File: config.mk
export PLATFORM = sky130hd
export DESIGN_NAME = sps_rem_unit
export DESIGN_NICKNAME = d
export VERILOG_FILES = /design/src/hw/rtl/sps_pkg.sv /design/src/hw/rtl/sps_rem_unit.sv
export SDC_FILE = /design/constraint.sdc
export NUM_CORES = 1
export LEC_CHECK = 0
export BUFFER_PORTS_ARGS = -buffer_cell sky130_fd_sc_hd__buf_2
export CAP_MARGIN = 30
export CORE_MARGIN = 10
export CORE_UTILIZATION = 50
export DETAILED_ROUTE_END_ITERATION = 8
export PLACE_DENSITY_LB_ADDON = 0.08
export RECOVER_POWER = 100
export REMOVE_ABC_BUFFERS = 1
export SLEW_MARGIN = 20
export SYNTH_ARGS = -nofsm -noshare
export SYNTH_HDL_FRONTEND = slang
export SYNTH_SLANG_ARGS = --single-unit
File: constraint.sdc
create_clock -name clk -period 4.05 [get_ports clk]
set_clock_uncertainty 0.2 [all_clocks]
set_input_delay 0.6075 -clock clk [delete_from_list [all_inputs] [get_ports clk]]
set_output_delay 0.6075 -clock clk [all_outputs]
set_load 0.02 [all_outputs]
File: src/hw/rtl/sps_pkg.sv
// Types and constants shared by the segmented prime sieve.
package sps_pkg;

	localparam int SEG_DEPTH = 4096;
	localparam int SEG_AW    = $clog2(SEG_DEPTH);

	localparam int BASE_W     = 24;
	localparam int SIZE_W     = 13;
	localparam int PRIME_W    = 16;
	localparam int INDEX_W    = 12;
	localparam int KIND_W     = 2;
	localparam int CFG_IDX_W  = 1;
	localparam int CFG_DATA_W = 24;
	localparam int OFF_W      = 17;
	localparam int SQ_W       = 2 * PRIME_W;
	localparam int RCNT_W     = $clog2(BASE_W);

	localparam logic [SIZE_W-1:0] SIZE_RESET = SIZE_W'(4096);

	localparam logic [CFG_IDX_W-1:0] CFG_BASE = 1'b0;
	localparam logic [CFG_IDX_W-1:0] CFG_SIZE = 1'b1;

	localparam logic [KIND_W-1:0] REQ_CLEAR = 2'd0;
	localparam logic [KIND_W-1:0] REQ_CROSS = 2'd1;
	localparam logic [KIND_W-1:0] REQ_QUERY = 2'd2;

	typedef enum logic [3:0] {
		ST_INIT,
		ST_IDLE,
		ST_CLEAR,
		ST_MUL,
		ST_DIV,
		ST_OFFS,
		ST_CHK,
		ST_MARK,
		ST_QRD,
		ST_RESP
	} sps_state_t;

endpackage

File: src/hw/rtl/sps_rem_unit.sv
// Bit-serial restoring remainder unit: segment base modulo the sieving prime.
module sps_rem_unit import sps_pkg::*; (
	input  logic               clk,
	input  logic               arst_n,
	input  logic               start,
	input  logic [BASE_W-1:0]  dividend,
	input  logic [PRIME_W-1:0] divisor,
	output logic               done,
	output logic [PRIME_W-1:0] remainder
);

	logic [PRIME_W-1:0] rem_q;
	logic [BASE_W-1:0]  dvd_q;
	logic [RCNT_W-1:0]  cnt_q;
	logic               busy_q;
	logic               done_q;
	logic [PRIME_W:0]   trial;
	logic [PRIME_W:0]   dsr_ext;
	logic [PRIME_W-1:0] rem_next;

	assign trial   = {rem_q, dvd_q[BASE_W-1]};
	assign dsr_ext = {1'b0, divisor};

	// The partial remainder stays below the divisor, so one subtract per bit is enough.
	always_comb begin
		if (trial >= dsr_ext) begin
			rem_next = PRIME_W'(trial - dsr_ext);
		end else begin
			rem_next = PRIME_W'(trial);
		end
	end

	always_ff @(posedge clk or negedge arst_n) begin
		if (!arst_n) begin
			busy_q <= 1'b0;
			done_q <= 1'b0;
			cnt_q  <= '0;
		end else begin
			done_q <= 1'b0;
			if (start) begin
				busy_q <= 1'b1;
				cnt_q  <= '0;
			end else if (busy_q) begin
				cnt_q <= cnt_q + 1'b1;
				if (cnt_q == RCNT_W'(BASE_W - 1)) begin
					busy_q <= 1'b0;
					done_q <= 1'b1;
				end
			end
		end
	end

	always_ff @(posedge clk) begin
		if (start) begin
			rem_q <= '0;
			dvd_q <= dividend;
		end else if (busy_q) begin
			rem_q <= rem_next;
			dvd_q <= {dvd_q[BASE_W-2:0], 1'b0};
		end
	end

	assign done      = done_q;
	assign remainder = rem_q;

endmodule

## Word-level counts from Yosys, hierarchy flattened

Cells that the tools add are included.

| cells by class | value |
|---|---|
| muxes and demuxes | 11 |
| eq/ne operators | 1 |
| reduce and logical (&&, ||, !) cells | 1 |
| $lt $le $gt $ge | 1 |
| $add $sub $neg | 2 |

Operators by type and width:

| cell | count |
|---|---|
| 24-bit two-way mux | 2 |
| 17-bit by 16-bit >= comparator with 1-bit output | 1 |
| 16-bit two-way mux | 1 |
| 16-bit subtractor | 1 |
| 5-bit two-way mux | 2 |
| 1-bit two-way mux | 6 |
| 5-bit by 1-bit adder with 5-bit output (second input constant) | 1 |
| 5-bit == test (second input constant) | 1 |
| 2-bit nonzero test | 1 |

| word-level totals | value |
|---|---|
| word-level logic and storage cells | 21 |
| bits of input ports | 43 |
| output and inout bits | 17 |
| flip-flop bits (word level) | 47 |

## Logic depth before layout (Yosys ltp)

| logic depth | value |
|---|---|
| depth after elaboration | 4 |
| gate-level depth with buffers | 11 |
| mapped depth without buffers | 11 |

## Worst setup path before layout

No wires, ideal clock.

| timing path | value |
|---|---|
| path kind | input-to-reg |
| start point | in divisor[1] |
| end point | reg rem_q[0] (netlist: remainder[0]) |
| data arrival time | 2.537 ns |
| cell stages on the path | 10 |
| path buffers | 1 |
| required time | 3.771 ns |
| setup slack | 1.233 ns |
| cell sequence | inv_1 ha_1 nor2b_1 o2111ai_1 a211oi_1 o21ai_1 a22o_1 buf_6 mux2_4 a211oi_2 |

| on the way | value |
|---|---|
| longest elaborated chain between the ends | 2 |

RTL lines:

| what | line | RTL |
|---|---|---|
| from (decl) | sps_rem_unit.sv:7 | `input logic [PRIME_W-1:0] divisor,` |
| 17-bit by 16-bit >= comparator with 1-bit output | sps_rem_unit.sv:26 | `if (trial >= dsr_ext) begin` |
| 16-bit two-way mux | sps_rem_unit.sv:26 |  |
| to (signal assigned) | sps_rem_unit.sv:58 | `rem_q <= rem_next;` |
| to (decl) | sps_rem_unit.sv:12 | `logic [PRIME_W-1:0] rem_q;` |

No other way between the ends.
A chain may end at the register's enable or synchronous reset.

## Worst setup path after layout

| timing path | value |
|---|---|
| start point | in divisor[1] |
| end point | reg rem_q[15] (netlist: remainder[15]) |

| on the way | value |
|---|---|
| longest elaborated chain between the ends | 2 |
| elaborated cells on any way between the ends | 3 |
| classes of those cells | add/sub (1); order compare (1); mux (1) |

RTL lines:

| what | line |
|---|---|
| 16-bit subtractor or 17-bit by 16-bit >= comparator with 1-bit output (tied branches) | sps_rem_unit.sv:27, sps_rem_unit.sv:26 |
| 16-bit two-way mux * | sps_rem_unit.sv:26 |

Mark *: on every way between the ends. The rest lies on a longest branch, timed or not.

==> run_results.csv <==
group,metric,value,unit
floorplan,io_pins,60,
layout,drive_above_1_share,22.4,%
cts,cts.reportedPaths.clkPinSlew,100,ps
synthesis,synth.distinct_cells,57,
synthesis,synth-xor-area-share,4.46,%
drt,drtAntennaViolNets,0,
grt,grt_use_total,13.7,%
grt,grt.overflow.total,0,
floorplan,die_area,9360,um2
drt,drcViolationCount,0,
job,cap_violations,2,
power_and_ir_drop,p_sw,0.263,mW
cts,hold_buffers,1,
floorplan,initial_utilization,52.5,%
power_and_ir_drop,p_int,0.792,mW
critical_path,critical_path.cell_chain,"buf_2, inv_1, ha_1, nor2b_1, o2111ai_1, a211oi_1, o21ai_0, a22o_1, buf_8, or3_1, a311oi_2",
drt,drt_first_iter_violations,114,
layout,stdcell_area,3380,um2
critical_path,path_delay_family,"compound AO/OA/AOI/OAI gates",
synthesis,synth_mux_area_share,13.4,%
timing,setup-violations-final,0,
synthesis,synthArstFlopShare,14.9,%
floorplan,chipWidth,96.8,um
cts,cts-root-buf,"clkbuf_8",
synthesis,synth_top_area_share,24.5,%
cts,clockBufferDepth,2,
grt,antenna_found_initial,0,
placement,dp_hpwl,4.76,mm
synthesis,syn-cell-area,2950,um2
layout,post-route-util,60.2,%
cts,postCtsSetupBuffers,0,
critical_path,critPathSlowestCell,"a211oi_1",
placement,gp_congestion,0.871,
synthesis,ys_seq_area_share,41.3,%
floorplan,die_h,96.8,um
timing,fin_crit,3190,ps
critical_path,reg2regPathDepth,8,
timing,hold_viol,0,
power_and_ir_drop,totalPowerFinal,1.05,mW
synthesis,ys_ff_latch,47,
layout,fin_nets,403,
critical_path,reg2reg_from,"remainder[2]$_SDFFE_PP0P_",
cts,cts_tree,"done",
layout,n_fill_cell,531,
synthesis,syn_inst,288,
grt,grt_pass1_vias,2283,
power_and_ir_drop,ir_drop,0.000163,V
floorplan,coreArea,5610,um2
drt,post_drt_wl_per_cell,15.8,um
synthesis,synth-compound-area-share,17.0,%
layout,n_antenna_cell,0,
critical_path,crit_type,"primary input to flop",
power_and_ir_drop,p_comb_share,13.6,%
grt,grt_pass1_wl,11.0,mm
drt,via_per_inst,5.52,
cts,clock_latency,300,ps
placement,place_area,3270,um2
timing,tns,0,ps
critical_path,end_kind,"flop",
critical_path,cpPeakStageDelay,400,ps
power_and_ir_drop,swShare,24.9,%
timing,worstMarginPinSlew,2220,ps
synthesis,synth_top_family_by_area,"compound AO/OA/AOI/OAI gates",
layout,final_common_cell,"buf_2",
min_path,hp-class,"flop to flop",
min_path,holdCritStartpoint,"remainder[4]$_SDFFE_PP0P_",
synthesis,synthAdderAreaFrac,7.90,%
cts,cts_buffers,5,
min_path,hold_depth,2,
synthesis,yosysTopAreaCell,"edfxtp_1",
critical_path,worst_ep_required_time,4050,ps
critical_path,cp_max_fo,15,
drt,vias,2292,
synthesis,synth_ff_type,"edfxtp_1",
critical_path,crit_start,"divisor[1]",
outcome,violations,"max-capacitance violations, max-slew violations",
synthesis,synth.area.top_cells,"edfxtp_1 24%, dfxtp_1 11%, mux2_2 8.8%",
critical_path,cp.arrival,3190,ps
timing,final_max_slew_viol_count,81,
critical_path,worst_r2r_endpoint,"remainder[15]$_SDFFE_PP0P_",
synthesis,synth_simple_gate_area_share,10.6,%
critical_path,startpoint_type,"primary input",
floorplan,row_count,27,
cts,clock_sinks,47,
layout,area_growth,14.6,%
synthesis,syn_avg_cell_area,10.2,um2
timing,rsz0062_at_grt,"false",
power_and_ir_drop,seq_power_share,51.5,%
cts,cts_max_level,2,
drt,wirelength,6.56,mm
power_and_ir_drop,power_density,312,nW/um2
placement,port_buffers,59,
synthesis,synth_edf_count,24,
grt,grt_max_degree,44,
cts,ctsResizeCount,0,
power_and_ir_drop,power_frac_clock,34.9,%
layout,final_cell_mix,"40 x buf_2, 27 x nor2_1, 24 x edfxtp_1",
timing,finalHoldWorstSlack,327,ps
timing,fmaxAchievable,313,MHz
critical_path,rrSetupSlack,900,ps
power_and_ir_drop,leakagePower,1.57,nW
drt,firstDrtPassIters,5,
min_path,hold_path_end,"remainder[4]$_SDFFE_PP0P_",
outcome,status,"complete, but fails checks",
synthesis,ys.warnings.count,0,
critical_path,path_buf_inv,3,
timing,maxSlewHeadroom,-47.9,%
timing,fin_crit_sh,78.8,%
## Yosys cell counts, types with 2 or more instances
library cell,instances
nor3_1,4
a21o_1,7
inv_1,22
a211oi_1,16
dfxtp_1,16
buf_2,2
xnor2_1,11
o21a_1,2
mux2i_1,12
a41o_1,2
o31ai_1,2
o21bai_1,2
buf_1,6
nand3_1,6
nor2_1,27
mux2_2,23
a21oi_1,9
clkbuf_1,7
edfxtp_1,24
nand4_1,5
xor2_1,4
ha_1,17
o31a_1,2
and2_1,4
o311ai_0,2
nand2_1,13
a31oi_1,2
o21ai_0,4
dfrtp_1,7
## worst max-delay path by stage
stage | to | slack (ps) | cells after the start
finish | remainder[15]$_SDFFE_PP0P_ | 860 | 11
global placement | remainder[15]$_SDFFE_PP0P_ | 610 | 10
global route | remainder[15]$_SDFFE_PP0P_ | 690 | 11
detailed placement | remainder[0]$_SDFFE_PP0P_ | 510 | 10
CTS | remainder[15]$_SDFFE_PP0P_ | 810 | 10
floorplan | remainder[15]$_SDFFE_PP0P_ | 950 | 9
## per-layer routing
| metal | vias up | GRT usage [%] | wire [um] |
|---|---|---|---|
| met5 | - | 0 | 0 |
| met4 | 0 | 3.04 | 66 |
| met3 | 6 | 4.54 | 377 |
| met2 | 52 | 22.0 | 3070 |
| met1 | 1066 | 17.3 | 3050 |
| li1 | 1168 | - | - |
## cell families (layout without fill, tap and decap cells)
kind of cell	count (synthesis)	in the layout
AND/OR/NAND/NOR	67	67
flip-flops	47	47
AO/OA/AOI/OAI	66	66
XOR/XNOR	15	15
multiplexers	36	36
buffers and inverters	39	94
adder cells (fa/ha/maj)	18	18
## registers in the layout, indices dropped and copies added, names as in the netlist
register   cells
cnt_q          5
dvd_q         24
done           1
remainder     16
busy_q         1
## power by group through the flow
stage	Sequential [mW]	Combinational (mW)	Clock (mW)
floorplan	0.553	0.0928	0
global placement	0.554	0.140	0
detailed placement	0.555	0.143	0
CTS	0.544	0.145	0.375
global route	0.548	0.160	0.390
finish	0.544	0.143	0.368
## per-stage QoR
stage / instances / worst slack [ps]
2_1_floorplan: 271 / 946
3_3_place_gp: 404 / 608
3_5_place_dp: 404 / 509
4_1_cts: 413 / 807
5_1_grt: 415 / 689
6_report: 415 / 858
## layout make-up
class / count / area [um2] / share of cell area (%)
Sequential cell: 47 / 1220 / 36.0
Multi-Input combinational cell: 202 / 1570 / 46.4
Inverter: 22 / 82.6 / 2.44
Clock buffer: 5 / 68.8 / 2.04
Tap cell: 72 / 90.1 / 2.67
Clock inverter: 3 / 46.3 / 1.37
Timing Repair Buffer: 64 / 308 / 9.11
## worst reg2reg max path, delay by kind of cell, from the launching register on
family | cells | cell delay, ps
flops | 1 | 370
fa+ha+maj | 1 | 460
simple gates | 1 | 390
buf+inv | 1 | 220
compound gates | 5 | 1400
(Power assumes the default switching activity.)
